File: config.mk
export PLATFORM = sky130hd
export DESIGN_NAME = argb_alpha_pixel_converter
export DESIGN_NICKNAME = d
export VERILOG_FILES = /design/src/hdl/aapc_pkg.sv /design/src/hdl/aapc_prep.sv /design/src/hdl/aapc_div_cell.sv /design/src/hdl/argb_alpha_pixel_converter.sv
export SDC_FILE = /design/constraint.sdc
export NUM_CORES = 1
export LEC_CHECK = 0
export ABC_AREA = 1
export BUFFER_PORTS_ARGS = -buffer_cell sky130_fd_sc_hd__buf_2
export CAP_MARGIN = 20
export CORE_MARGIN = 2
export CORE_UTILIZATION = 35
export DETAILED_ROUTE_END_ITERATION = 8
export HOLD_SLACK_MARGIN = 0.02
export SLEW_MARGIN = 15
export SYNTH_ARGS = -nofsm -noshare
export SYNTH_HDL_FRONTEND = slang
export SYNTH_SLANG_ARGS = --single-unit
File: constraint.sdc
create_clock -name clk -period 8.2 [get_ports clk]
set_input_delay 0 -clock clk [delete_from_list [all_inputs] [get_ports clk]]
set_output_delay 0 -clock clk [all_outputs]
set_load 0.005 [all_outputs]
File: src/hdl/aapc_pkg.sv
// Shared types and constants for the ARGB alpha pixel converter.
`default_nettype none

package aapc_pkg;

    localparam int CHANNEL_BITS = 8;
    localparam int LANES        = 3;

    localparam logic [CHANNEL_BITS-1:0] CH_MAX = '1;

    typedef enum logic [1:0] {
        MODE_PREMUL = 2'd0,
        MODE_DEMUL  = 2'd1,
        MODE_SWAP   = 2'd2,
        MODE_PASS   = 2'd3
    } conv_mode_t;

    typedef struct packed {
        logic [31:0] pixel_in;
        logic        last_pixel;
    } pix_req_t;

    typedef struct packed {
        logic [31:0] pixel_out;
        logic        any_translucent;
        logic        last_out;
    } pix_rsp_t;

    // One colour channel of the long division: partial remainder, dividend bits
    // still to be brought down, quotient bits produced so far.
    typedef struct packed {
        logic [CHANNEL_BITS-1:0] part;
        logic [CHANNEL_BITS-1:0] rest;
        logic [CHANNEL_BITS-1:0] quo;
        logic                    sat;
    } lane_t;

    typedef struct packed {
        logic [31:0]             px;
        logic                    bypass;
        logic [CHANNEL_BITS-1:0] divisor;
        lane_t [LANES-1:0]       lane;
        logic                    translucent;
        logic                    last;
    } stage_t;

endpackage

`default_nettype wire

File: src/hdl/aapc_prep.sv
// Entry stage: channel products, divisor selection, bypass cases and the sticky flag.
`default_nettype none

module aapc_prep
    import aapc_pkg::*;
(
    input  wire logic       clk,
    input  wire logic       rst_n,
    input  wire conv_mode_t mode,
    input  wire logic       up_valid,
    output logic            up_ready,
    input  wire pix_req_t   req,
    output logic            dn_valid,
    input  wire logic       dn_ready,
    output stage_t          dn_stage
);

    logic   valid_reg;
    logic   valid_next;
    logic   seen_reg;
    logic   seen_next;
    stage_t stage_reg;
    stage_t stage_next;
    logic   accept;

    logic [CHANNEL_BITS-1:0]   alpha;
    logic [CHANNEL_BITS-1:0]   mult;
    logic [CHANNEL_BITS-1:0]   chan [LANES];
    logic [2*CHANNEL_BITS-1:0] prod [LANES];
    logic                      seen_now;

    assign up_ready = !valid_reg || dn_ready;
    assign accept   = up_valid && up_ready;

    always_comb
    begin
        alpha   = req.pixel_in[31:24];
        chan[2] = req.pixel_in[23:16];
        chan[1] = req.pixel_in[15:8];
        chan[0] = req.pixel_in[7:0];

        seen_now  = seen_reg || (alpha != CH_MAX);
        seen_next = seen_reg;
        if (accept)
        begin
            seen_next = req.last_pixel ? 1'b0 : seen_now;
        end

        // Premultiply divides c*alpha by 255, demultiply divides c*255 by alpha.
        mult = (mode == MODE_PREMUL) ? alpha : CH_MAX;

        stage_next             = stage_reg;
        stage_next.px          = req.pixel_in;
        stage_next.divisor     = (mode == MODE_PREMUL) ? CH_MAX : alpha;
        stage_next.translucent = seen_now;
        stage_next.last        = req.last_pixel;
        stage_next.bypass      = 1'b1;

        unique case (mode)
            MODE_PREMUL:
            begin
                if (alpha == '0)
                begin
                    stage_next.px = '0;
                end
                else if (alpha != CH_MAX)
                begin
                    stage_next.bypass = 1'b0;
                end
            end
            MODE_DEMUL:
            begin
                stage_next.bypass = (alpha == '0) || (alpha == CH_MAX);
            end
            MODE_SWAP:
            begin
                stage_next.px = {req.pixel_in[31:24], req.pixel_in[7:0],
                                 req.pixel_in[15:8], req.pixel_in[23:16]};
            end
            default:
            begin
                stage_next.px = req.pixel_in;
            end
        endcase

        for (int i = 0; i < LANES; i++)
        begin
            prod[i] = {{CHANNEL_BITS{1'b0}}, chan[i]} * {{CHANNEL_BITS{1'b0}}, mult};
            stage_next.lane[i].part = prod[i][2*CHANNEL_BITS-1:CHANNEL_BITS];
            stage_next.lane[i].rest = prod[i][CHANNEL_BITS-1:0];
            stage_next.lane[i].quo  = '0;
            // A channel at or above alpha would give a quotient of 255 or more.
            stage_next.lane[i].sat  = (mode == MODE_DEMUL) && (chan[i] >= alpha);
        end

        valid_next = accept ? 1'b1 : (dn_ready ? 1'b0 : valid_reg);
    end

    always_ff @(posedge clk or negedge rst_n)
    begin
        if (!rst_n)
        begin
            valid_reg <= 1'b0;
            seen_reg  <= 1'b0;
        end
        else
        begin
            valid_reg <= valid_next;
            seen_reg  <= seen_next;
        end
    end

    always_ff @(posedge clk)
    begin
        if (accept)
        begin
            stage_reg <= stage_next;
        end
    end

    assign dn_valid = valid_reg;
    assign dn_stage = stage_reg;

endmodule

`default_nettype wire

File: src/hdl/aapc_div_cell.sv
// One restoring-division cell: yields one quotient bit per channel per pass.
`default_nettype none

module aapc_div_cell
    import aapc_pkg::*;
(
    input  wire logic   clk,
    input  wire logic   rst_n,
    input  wire logic   up_valid,
    output logic        up_ready,
    input  wire stage_t up_stage,
    output logic        dn_valid,
    input  wire logic   dn_ready,
    output stage_t      dn_stage
);

    logic   valid_reg;
    logic   valid_next;
    stage_t stage_reg;
    stage_t stage_next;
    logic   accept;

    logic [CHANNEL_BITS:0] trial [LANES];
    logic                  fits  [LANES];
    logic [CHANNEL_BITS:0] diff  [LANES];

    assign up_ready = !valid_reg || dn_ready;
    assign accept   = up_valid && up_ready;

    always_comb
    begin
        stage_next = up_stage;
        for (int i = 0; i < LANES; i++)
        begin
            trial[i] = {up_stage.lane[i].part, up_stage.lane[i].rest[CHANNEL_BITS-1]};
            fits[i]  = trial[i] >= {1'b0, up_stage.divisor};
            diff[i]  = trial[i] - {1'b0, up_stage.divisor};
            stage_next.lane[i].part = fits[i] ? diff[i][CHANNEL_BITS-1:0]
                                              : trial[i][CHANNEL_BITS-1:0];
            stage_next.lane[i].rest = {up_stage.lane[i].rest[CHANNEL_BITS-2:0], 1'b0};
            stage_next.lane[i].quo  = {up_stage.lane[i].quo[CHANNEL_BITS-2:0], fits[i]};
        end
        valid_next = accept ? 1'b1 : (dn_ready ? 1'b0 : valid_reg);
    end

    always_ff @(posedge clk or negedge rst_n)
    begin
        if (!rst_n)
        begin
            valid_reg <= 1'b0;
        end
        else
        begin
            valid_reg <= valid_next;
        end
    end

    always_ff @(posedge clk)
    begin
        if (accept)
        begin
            stage_reg <= stage_next;
        end
    end

    assign dn_valid = valid_reg;
    assign dn_stage = stage_reg;

endmodule

`default_nettype wire

File: src/hdl/argb_alpha_pixel_converter.sv
// Top level of the ARGB alpha premultiply / demultiply pixel converter.
//
//  Channel | Signals                     | Transfer
//  --------+-----------------------------+--------------------------------
//  input   | in_valid, in_ready, in_req  | request taken when valid & ready
//  output  | out_valid, out_ready, rsp   | result taken when valid & ready
//  config  | cfg_we, cfg_data            | mode written when cfg_we is high
//
// One pixel is accepted per cycle unless the output stalls the chain. It passes nine
// registers: the entry stage and a chain of 8 division cells, one quotient bit per cell.
// Reset clears the valid bits, the mode (premultiply) and the sticky flag.
// Every stage advances when it is empty or its successor advances, so bubbles
// close up and a stalled output holds the chain back one stage at a time.
`default_nettype none

module argb_alpha_pixel_converter
    import aapc_pkg::*;
(
    input  wire logic       clk,
    input  wire logic       rst_n,
    input  wire logic       cfg_we,
    input  wire logic [1:0] cfg_data,
    input  wire logic       in_valid,
    output logic            in_ready,
    input  wire pix_req_t   in_req,
    output logic            out_valid,
    input  wire logic       out_ready,
    output pix_rsp_t        out_rsp
);

    conv_mode_t mode_reg;
    conv_mode_t mode_next;

    stage_t stage_q [CHANNEL_BITS+1];
    logic   vld     [CHANNEL_BITS+1];
    logic   rdy     [CHANNEL_BITS+1];

    stage_t tail;
    logic [CHANNEL_BITS-1:0] res [LANES];

    always_comb
    begin
        mode_next = cfg_we ? conv_mode_t'(cfg_data) : mode_reg;
    end

    always_ff @(posedge clk or negedge rst_n)
    begin
        if (!rst_n)
        begin
            mode_reg <= MODE_PREMUL;
        end
        else
        begin
            mode_reg <= mode_next;
        end
    end

    aapc_prep u_prep (
        .clk      (clk),
        .rst_n    (rst_n),
        .mode     (mode_reg),
        .up_valid (in_valid),
        .up_ready (in_ready),
        .req      (in_req),
        .dn_valid (vld[0]),
        .dn_ready (rdy[0]),
        .dn_stage (stage_q[0])
    );

    for (genvar k = 0; k < CHANNEL_BITS; k++)
    begin : g_cell
        aapc_div_cell u_cell (
            .clk      (clk),
            .rst_n    (rst_n),
            .up_valid (vld[k]),
            .up_ready (rdy[k]),
            .up_stage (stage_q[k]),
            .dn_valid (vld[k+1]),
            .dn_ready (rdy[k+1]),
            .dn_stage (stage_q[k+1])
        );
    end

    assign rdy[CHANNEL_BITS] = out_ready;
    assign tail              = stage_q[CHANNEL_BITS];

    always_comb
    begin
        for (int i = 0; i < LANES; i++)
        begin
            res[i] = tail.lane[i].sat ? CH_MAX : tail.lane[i].quo;
        end
        out_rsp.pixel_out       = tail.bypass ? tail.px
                                              : {tail.px[31:24], res[2], res[1], res[0]};
        out_rsp.any_translucent = tail.translucent;
        out_rsp.last_out        = tail.last;
    end

    assign out_valid = vld[CHANNEL_BITS];

    // The entry can only refuse a pixel when every stage of the chain is occupied.
    a_full_when_blocked : assert property (@(posedge clk) disable iff (!rst_n)
        !in_ready |-> (vld[0] && vld[1] && vld[2] && vld[3] && vld[4]
                       && vld[5] && vld[6] && vld[7] && vld[8]))
        else $error("input refused while the chain has a free stage");

    // After the last cell the remainder of every computed, unsaturated channel is below
    // the divisor; a saturated channel never used its quotient.
    a_remainder_bound : assert property (@(posedge clk) disable iff (!rst_n)
        (out_valid && !tail.bypass) |->
            (tail.lane[0].sat || (tail.lane[0].part < tail.divisor))
            && (tail.lane[1].sat || (tail.lane[1].part < tail.divisor))
            && (tail.lane[2].sat || (tail.lane[2].part < tail.divisor)))
        else $error("division remainder not below divisor");

    // A result whose alpha is below full scale must report the image as translucent.
    a_translucent_flag : assert property (@(posedge clk) disable iff (!rst_n)
        (out_valid && (out_rsp.pixel_out[31:24] != CH_MAX)) |-> out_rsp.any_translucent)
        else $error("translucent pixel without sticky flag");

endmodule

`default_nettype wire
=== Word-level counts from Yosys, hierarchy flattened ===
Cells that the tools add are included.

* Equal/unequal tests: 4
* $mul: 3
* Bitwise gates (word level): 0
* Divide/modulo/power cells: 0
* $add $sub $neg: 21
* Reductions and logical operators: 43
* Shift operators: 0
* Order comparisons: 27
* Muxes and demuxes: 50

{| class="wikitable"
|+ Operator list
! operator !! number
|-
| greater-or-equal comparator 9 x 8 -> 1 bit || 24
|-
| two-way mux 8 bit || 25
|-
| subtractor 8 bit || 21
|-
| case mux 32 bit (2 select lines) || 1
|-
| multiplier 8 x 8 -> 16 bit || 3
|-
| two-way mux 32 bit || 1
|-
| greater-or-equal comparator 8 bit || 3
|-
| two-way mux 24 bit || 1
|-
| two-way mux 1 bit || 21
|-
| nonzero test 2 bit || 9
|-
| logical AND 1 bit || 12
|-
| logical OR 1 bit || 11
|-
| zero test 1 bit || 9
|-
| == test 8 bit, second input constant || 1
|-
| zero test 8 bit || 1
|-
| inequality test 8 bit, second input constant || 1
|-
| == test 2 x 1 -> 1 bit, second input constant || 1
|-
| == test 2 bit, second input constant || 1
|-
| zero test 2 bit || 1
|-
| case mux 1 bit (2 select lines) || 1
|}

* Word-level logic and storage cells: 302
* Input port bits: 40
* Memories kept: 0
* Bits in latches: 0
* Output and inout port bits: 36
* Bits in writable memories: 0
* ROM bits: 0
* Flip-flop bits (word level): 826

=== Longest topological paths before layout ===
Gate-level depths: netlist (run 1).

* Depth after elaboration: 12
* Gate-level depth with buffers: 23
* Depth with buffers taken out: 21

=== Hierarchy ===
Synthesis (run 1) repeated with hierarchy kept, for this count alone.

* Cell total of the unflattened synthesis: 4,906
* Area, all modules: 53,083.4 µm²

{| class="wikitable"
|+ By module, submodules not included
! module !! cells each !! times used !! area an instance (µm²) !! sequential area each (µm²)
|-
| aapc_div_cell at g_cell[2].u_cell ... || 437 || 4 || 5,185.0 || 3,478.3
|-
| aapc_prep || 1,310 || 1 || 10,856.7 || 2,872.8
|-
| aapc_div_cell at g_cell[0].u_cell || 441 || 1 || 5,355.1 || 3,478.3
|-
| aapc_div_cell at g_cell[1].u_cell || 438 || 1 || 5,257.5 || 3,478.3
|-
| aapc_div_cell at g_cell[5].u_cell || 446 || 1 || 5,247.5 || 3,478.3
|-
| aapc_div_cell at g_cell[4].u_cell || 437 || 1 || 5,192.5 || 3,478.3
|-
| argb_alpha_pixel_converter || 86 || 1 || 434.2 || 50.0
|}

=== Worst setup path after synthesis (run 1) ===
OpenSTA, ideal clock, no wires.

* Path type: flip-flop to flip-flop
* Start point: register g_cell[4].u_cell.valid_reg
* End point: register g_cell[3].u_cell.stage_reg, in the netlist g_cell[3].u_cell.dn_stage[0] (enable)
* Cell stages (with the launch flop): 2
* Setup slack: 2,057 ps
* Path buffers: 0
* Arrival: 5,540 ps
* Setup time: 603 ps
* Data required time: 7,597 ps
* Cells stage by stage: dfrtp_1 a31oi_1

* Longest elaborated chain between the ends: 4

{| class="wikitable"
|+ RTL lines
! element !! RTL line !! RTL
|-
| start: declaration || aapc_div_cell.sv:17 || <nowiki>logic valid_reg;</nowiki>
|-
| start signal: assignment || aapc_div_cell.sv:54 || <nowiki>valid_reg <= valid_next;</nowiki>
|-
| zero test 1 bit || aapc_div_cell.sv:27 || <nowiki>assign up_ready = !valid_reg || dn_ready;</nowiki>
|-
| logical OR 1 bit (2 in a row) || aapc_div_cell.sv:27 ||
|-
| logical AND 1 bit || aapc_div_cell.sv:28 || <nowiki>assign accept = up_valid && up_ready;</nowiki>
|-
| named net g_cell[3].u_cell.accept || aapc_div_cell.sv:21 || <nowiki>logic accept;</nowiki>
|-
| end signal: assignment || aapc_div_cell.sv:62 || <nowiki>stage_reg <= stage_next;</nowiki>
|-
| end: declaration || aapc_div_cell.sv:19 || <nowiki>stage_t stage_reg;</nowiki>
|}

The timed path passes the listed nets, and every way through them passes these cells.
A chain may end at the register's enable or synchronous reset.

==> results.md, run 1 <==
* Gr usage total at 14.6%
* Period utilization at 68.1%
* Die Ht at 356 microns
* Routability cong. at 0.895
* Clock transition at the registers of the reported paths at 0.06 ns
* Clock latency on the worst-skew pair at 0.66 ns
* Critical path's slowest cell: nor2_2
* Status: complete, no violations
* Max-cap violations at 0
* R2R depth at 18
* CTS Buf Count at 85
* WHS Endpoint: mode_reg[1]$_DFFE_PN0P_
* Hold wc startpoint: cfg_we
* Syn Std Cell Area at 43,500 sq um
* Core box area at 123,000 sq um
* Syn avg cell area at 11.3 sq um
* Post-synth EDFFs at 814
* FF/Latch Area at 24,700 sq um
* Max reg flops at 720
* Worst-path maximum fanout at 16
* Synth area leaders: edfxtp_1, ha_1, nand2_1
* RSZ-0062 raised after global routing: no
* Row Count at 129
* Layout Nets at 4,488
* Setup TNS at 0 ns
* Sinks on the clock net at 826
* Post-cts resize count at 0
* Root Buffer: clkbuf_16
* Global-route wire length before repair at 146 mm
* CP peak stage delay at 0.58 ns
* Antenna-violating nets left at 0
* Die outline width at 356 microns
* Cell Pwr Density at 426 nW/um^2
* Final-layout fill cell count at 11.7k
* Area leader, netlist: edfxtp_1
* Initial antenna violation count at 5
* Worst Setup Start Kind: register
* Hold depth at 3
* Critical Path RT at 8.60 ns
* DRC at 0
* Post-synth ARST share at 1.45%
* CTS Buffer Depth at 3
* H-tree level count at 3
* Ports at 76
* Iter 0 DRT Violations at 1,718
* Synthesis Warnings at 0
* P_leak at 21.0 nW
* Worst slack, placed at 2.68 ns
* Fmax achieved at 0.179 GHz
* GRT overflow at 0
* Fin util at 39.8%
* Worst-Margin Slew at 0.950 ns
* Via count at 26.5k
* PortBufs at 75
* Yosys top cell area share at 56.2%
* Multi-input logic area at 16,300 sq um
* Starting Density at 35.2%
* Post-DP HPWL at 70.0 mm
* Maximum number of pins on one net before global-route repair at 70
* P&R area growth vs syn at 13.0%
* Final setup margin at 2.61 ns
* Most frequent cells in the layout: edfxtp_1, nand2_1, inv_1
* DRT Pass-1 Iters at 5
* Share of cells above drive strength 1 at 8.41%
* Synthesis-stage register bit count at 826
* RR Endpoint: u_prep.dn_stage[48]$_DFFE_PP_
* TritonCTS clock tree: yes
* Worst R2R Start: mode_reg[0]$_DFFE_PN0P_
* Min Tclk post-route at 5.59 ns
* Primary FF master, synth: edfxtp_1
* Yosys cell types at 46
* Placed inst area at 45,700 sq um
* CP Class: reg -> reg
* Routed wire length at 92.1 mm
* Worst vdd ir at 204 uV
* CP cell instances: nor2_1, inv_2, nor2_2, clkinv_1, nand2_1, fa_1, fa_1, inv_1, fa_1, inv_1, fa_1, inv_1, ha_1, a21oi_1, o21ai_0, nand2_1, nand4_1, xor2_1
* Hold buffer count at CTS at 43
* Most common cell after layout, fill and taps aside: edfxtp_1
* HP Class: in -> reg
* Vias in the first global route at 26.1k
* Setup Skew at 0.0256 ns
* Design Power at 20.9 mW
* Slew Limit Fails at 0
* DR vias/cell at 4.64
* Mapped Nets at 4,327
* Critical Path End Type: register
* DR WL/cell at 16.2 microns
* Gate Count Post-Synth at 3,834
* CP arrival at 5.99 ns
* Top cell by count, worst path: fa_1
* Final hold vios at 0
* Post-route cell area at 49,100 sq um
* R2R Setup Slk at 2.61 ns
* Setup violations, final at 0
* Die Footprint at 127,000 sq um
* Postcts setup bufs at 0
* Slew HR at 36.6%
* Sequential-to-total area share from yosys stat at 56.9%
## Yosys cell counts, types with 14 or more instances
cell type	number
nand3_1	177
a21oi_1	140
clkbuf_1	22
nand2_1	704
o211ai_1	14
o21ai_0	93
edfxtp_1	814
buf_4	18
nor2_1	343
nor3_1	30
nand4_1	31
o21ai_1	66
fa_1	129
ha_1	324
xnor2_1	57
xor2_1	84
o21ai_2	48
a21o_1	38
inv_1	548
## cell families after synthesis
group,synth area share [%]
compound gates,6.17
fa+ha+maj,15.3
simple gates,13.0
xor+xnor,2.84
buf+inv,5.75
flops,56.9
## how the worst max path moves through the flow
stage	from	to
after global placement	mode_reg[0]$_DFFE_PN0P_	u_prep.dn_stage[23]$_DFFE_PP_
after detailed placement	mode_reg[0]$_DFFE_PN0P_	u_prep.dn_stage[48]$_DFFE_PP_
after CTS	mode_reg[0]$_DFFE_PN0P_	u_prep.dn_stage[48]$_DFFE_PP_
final	mode_reg[0]$_DFFE_PN0P_	u_prep.dn_stage[48]$_DFFE_PP_
after global routing	mode_reg[0]$_DFFE_PN0P_	u_prep.dn_stage[45]$_DFFE_PP_
after floorplan	g_cell[4].u_cell.dn_valid$_DFFE_PN0P_	g_cell[3].u_cell.dn_stage[0]$_DFFE_PP_
## layer usage
metal	vias up	GRT usage (%)	share of wire, %
met4	0	5.31	3.1
met5	-	0	0
met1	12500	19.9	46
met2	498	23.7	47
met3	149	2.20	4.0
li1	13300	-	-
## stage by stage
| step | hold slack, ns | std cells |
|---|---|---|
| floorplan | -0.296 | 3834 |
| global placement | -0.0547 | 5501 |
| detailed placement | -0.0499 | 5502 |
| CTS | 0.0743 | 5702 |
| global route | 0.0890 | 5703 |
| finish | 0.121 | 5704 |
## layout make-up
cell class,instances,area share [%]
Tap cell,1637,4.17
Clock inverter,56,1.61
Multi-Input combinational cell,2387,33.1
Clock buffer,101,4.52
Antenna cell,2,0.0102
Inverter,559,4.29
Sequential cell,826,50.4
Timing Repair Buffer,136,1.92
## critical path, delay by kind of cell (launching register included)
family	cells	cell delay [ns]
xor gates and xnor gates	1	0.17
and+or+nand+nor	5	1.17
buffers and inverters	5	0.81
AOI/OAI and AO/OA	2	0.34
DFF	1	0.41
adders and majority gates	5	2.41
## power breakdown
| part | internal, mW | switching [mW] | total [mW] |
|---|---|---|---|
| logic | 3.35 | 5.74 | 9.09 |
| registers | 7.02 | 0.721 | 7.75 |
| clock network | 2.44 | 1.65 | 4.10 |
(Power assumes the default switching activity.)
==> inputs of run 2 (changes only) <==
==> constraint.sdc (replaced) <==
create_clock -name clk -period 4.7 [get_ports clk]
set_input_delay 0 -clock clk [delete_from_list [all_inputs] [get_ports clk]]
set_output_delay 0 -clock clk [all_outputs]
set_load 0.005 [all_outputs]
==> run 2 against run 1 <==
Against the previous run: sequential cell count unchanged; sequential power grew 75%; final cell count up 0.56%; largest power group unchanged; highest routed layer unchanged.
==> results.md, run 2 (synthesized netlist as in run 1, its figures left out) <==
* Status: complete, no violations
* Maximum number of pins on one net before global-route repair at 95 (+36%)
* HP Class: in -> reg
* Initial antenna violation count at 1 (-4)
* PortBufs at 75 (unchanged)
* Global-route wire length before repair at 148 mm (+1.8%)
* Worst R2R Start: mode_reg[1]$_DFFE_PN0P_
* CTS Buf Count at 81 (-4.7%)
* Clock latency on the worst-skew pair at 0.63 ns (-0.03 ns)
* P&R area growth vs syn at 13.5%
* CTS Buffer Depth at 3 (unchanged)
* Final hold vios at 0 (unchanged)
* Fin util at 40.0% (+0.18 points)
* Hold wc startpoint: in_req[0]
* Share of cells above drive strength 1 at 9.54% (+1.1 points)
* Placed inst area at 46,000 sq um (+0.76%)
* Critical Path RT at 5.08 ns (-3.52 ns)
* Worst-path maximum fanout at 10 (-6)
* CP arrival at 4.90 ns (-1.09 ns)
* Slew HR at 35.6% (-1.0 points)
* CP cell instances: nor2_4, inv_4, nor2_2, inv_2, buf_4, nand2_1, fa_1, fa_1, inv_1, fa_1, inv_1, fa_1, inv_1, ha_1, nand2_1, o21ai_0, nand2_1, nand4_1, xor2_1
* Max-cap violations at 0 (unchanged)
* Setup violations, final at 0 (unchanged)
* Routed wire length at 94.6 mm (+2.7%)
* Met3 Use GR at 2.14% (-0.056 points)
* Setup TNS at 0 ns (unchanged)
* Clock transition at the registers of the reported paths at 0.06 ns (about the same)
* H-tree level count at 3 (unchanged)
* GRT overflow at 0 (unchanged)
* Routability cong. at 0.895 (unchanged)
* Die outline width at 356 microns (unchanged)
* Sinks on the clock net at 826 (unchanged)
* Core box area at 123,000 sq um (unchanged)
* Fmax achieved at 0.221 GHz (+24%)
* Most common cell after layout, fill and taps aside: edfxtp_1
* Most frequent cells in the layout: edfxtp_1, nand2_1, inv_1
* Slew Limit Fails at 0 (unchanged)
* Gr usage total at 14.9% (+0.29 points)
* DRC at 0 (unchanged)
* Design Power at 36.8 mW (+76%)
* Ports at 76 (unchanged)
* Iter 0 DRT Violations at 1,785 (+3.9%)
* Top cell by count, worst path: fa_1
* Layout Nets at 4,525 (+0.82%)
* Die Footprint at 127,000 sq um (unchanged)
* Worst-Margin Slew at 0.963 ns (+0.0132 ns)
* TritonCTS clock tree: yes
* Root Buffer: clkbuf_16
* Worst vdd ir at 650 uV (+220%)
* Post-DP HPWL at 71.7 mm (+2.4%)
* Die Ht at 356 microns (unchanged)
* Worst Setup Start Kind: register
* Cell Pwr Density at 746 nW/um^2 (+75%)
* GR peak layer: met2
* DR WL/cell at 16.5 microns (+2.1%)
* DRT Pass-1 Iters at 5 (unchanged)
* Antenna-violating nets left at 0 (unchanged)
* Crit. Startpoint: mode_reg[1]$_DFFE_PN0P_
* Delay-heaviest family, CP: adder cells
* DR vias/cell at 4.65 (+0.17%)
* Max reg flops at 720 (unchanged)
* Post-route cell area at 49,300 sq um (+0.46%)
* Critical path's slowest cell: fa_1
* Min Tclk post-route at 4.52 ns (-1.06 ns)
* Setup Skew at 0.0216 ns (-0.00401 ns)
* Via count at 26.7k (+0.73%)
* RSZ-0062 raised after global routing: yes
* Critical Path End Type: register
* Diodes inserted at 0 (-2)
* M1 GR Usage at 21.1% (+1.2 points)
* Met2 Use GR at 24.1% (+0.31 points)
* CP peak stage delay at 0.55 ns (-0.03 ns)
* Starting Density at 35.2% (unchanged)
* Cell total after placement at 5,537 (+0.64%)
* Non-filler cells, final at 5,736 (+0.56%)
* P_leak at 21.2 nW (+0.74%)
* Row Count at 129 (unchanged)
* CP Class: reg -> reg
* Crit path buffers/inverters at 6 (+1)
* Period utilization at 96.2% (+28 points)
* Vias in the first global route at 26.1k (-0.10%)
run 2: repair_timing:
action | 4_1_cts | 5_1_grt
buffers inserted | 0 | 6
gates cloned | 0 | 1
endpoints found under the hold margin | 65 | 0
resized for setup | 2 | 23
hold buffers | 40 | 0
endpoints found under the setup margin | 3 | 28
run 2: final timing paths:
kind / slack, ns / endpoint / cells past startpoint
max: 0.18 / u_prep.dn_stage[48]$_DFFE_PP_ / 19
min: 0.11 / u_prep.dn_stage[0]$_DFFE_PP_ / 2
max reg2reg: 0.18 / u_prep.dn_stage[48]$_DFFE_PP_ / 19
min reg2reg: 0.40 / g_cell[5].u_cell.dn_stage[107]$_DFFE_PP_ / 0
max in group asynchronous: 3.71 / u_prep.dn_valid$_DFFE_PN0P_ / 3
min in group asynchronous: 0.51 / g_cell[6].u_cell.dn_valid$_DFFE_PN0P_ / 3
run 2: cell type report:
cell class                 instances  area [sq um]
inverter                         559          2110
tap                             1637          2050
clock inverter                    51           583
multi-input combinational       2387         16300
sequential                       826         24700
timing repair buffer             177          1350
fill                           11800         74100
clock buffer                      99          2190
run 2: per-layer routing:
layer	routed length (microns)	share of wire, %	up-vias
met5	0	0	-
met4	2260	2.4	0
met3	3930	4.2	135
met2	43600	46	541
met1	44800	47	12600
li1	-	-	13400
run 2: per-stage QoR:
| step | hold WS (ns) | setup WS, ns |
|---|---|---|
| 6_report | 0.105 | 0.178 |
| 5_1_grt | 0.0946 | -0.0233 |
| 4_1_cts | 0.0620 | 0.0128 |
| 3_5_place_dp | -0.0706 | -0.00715 |
| 3_3_place_gp | -0.0710 | 0.0308 |
| 2_1_floorplan | -0.296 | 0.111 |
run 2: report_power, final:
group          leakage [nW]  switching (mW)  internal (mW)  total (mW)
Sequential             8.06            1.35           12.2        13.6
Clock                  1.37            2.75           3.95        6.70
Combinational          11.8            10.3           6.22        16.5
Total                  21.2            14.4           22.4        36.8
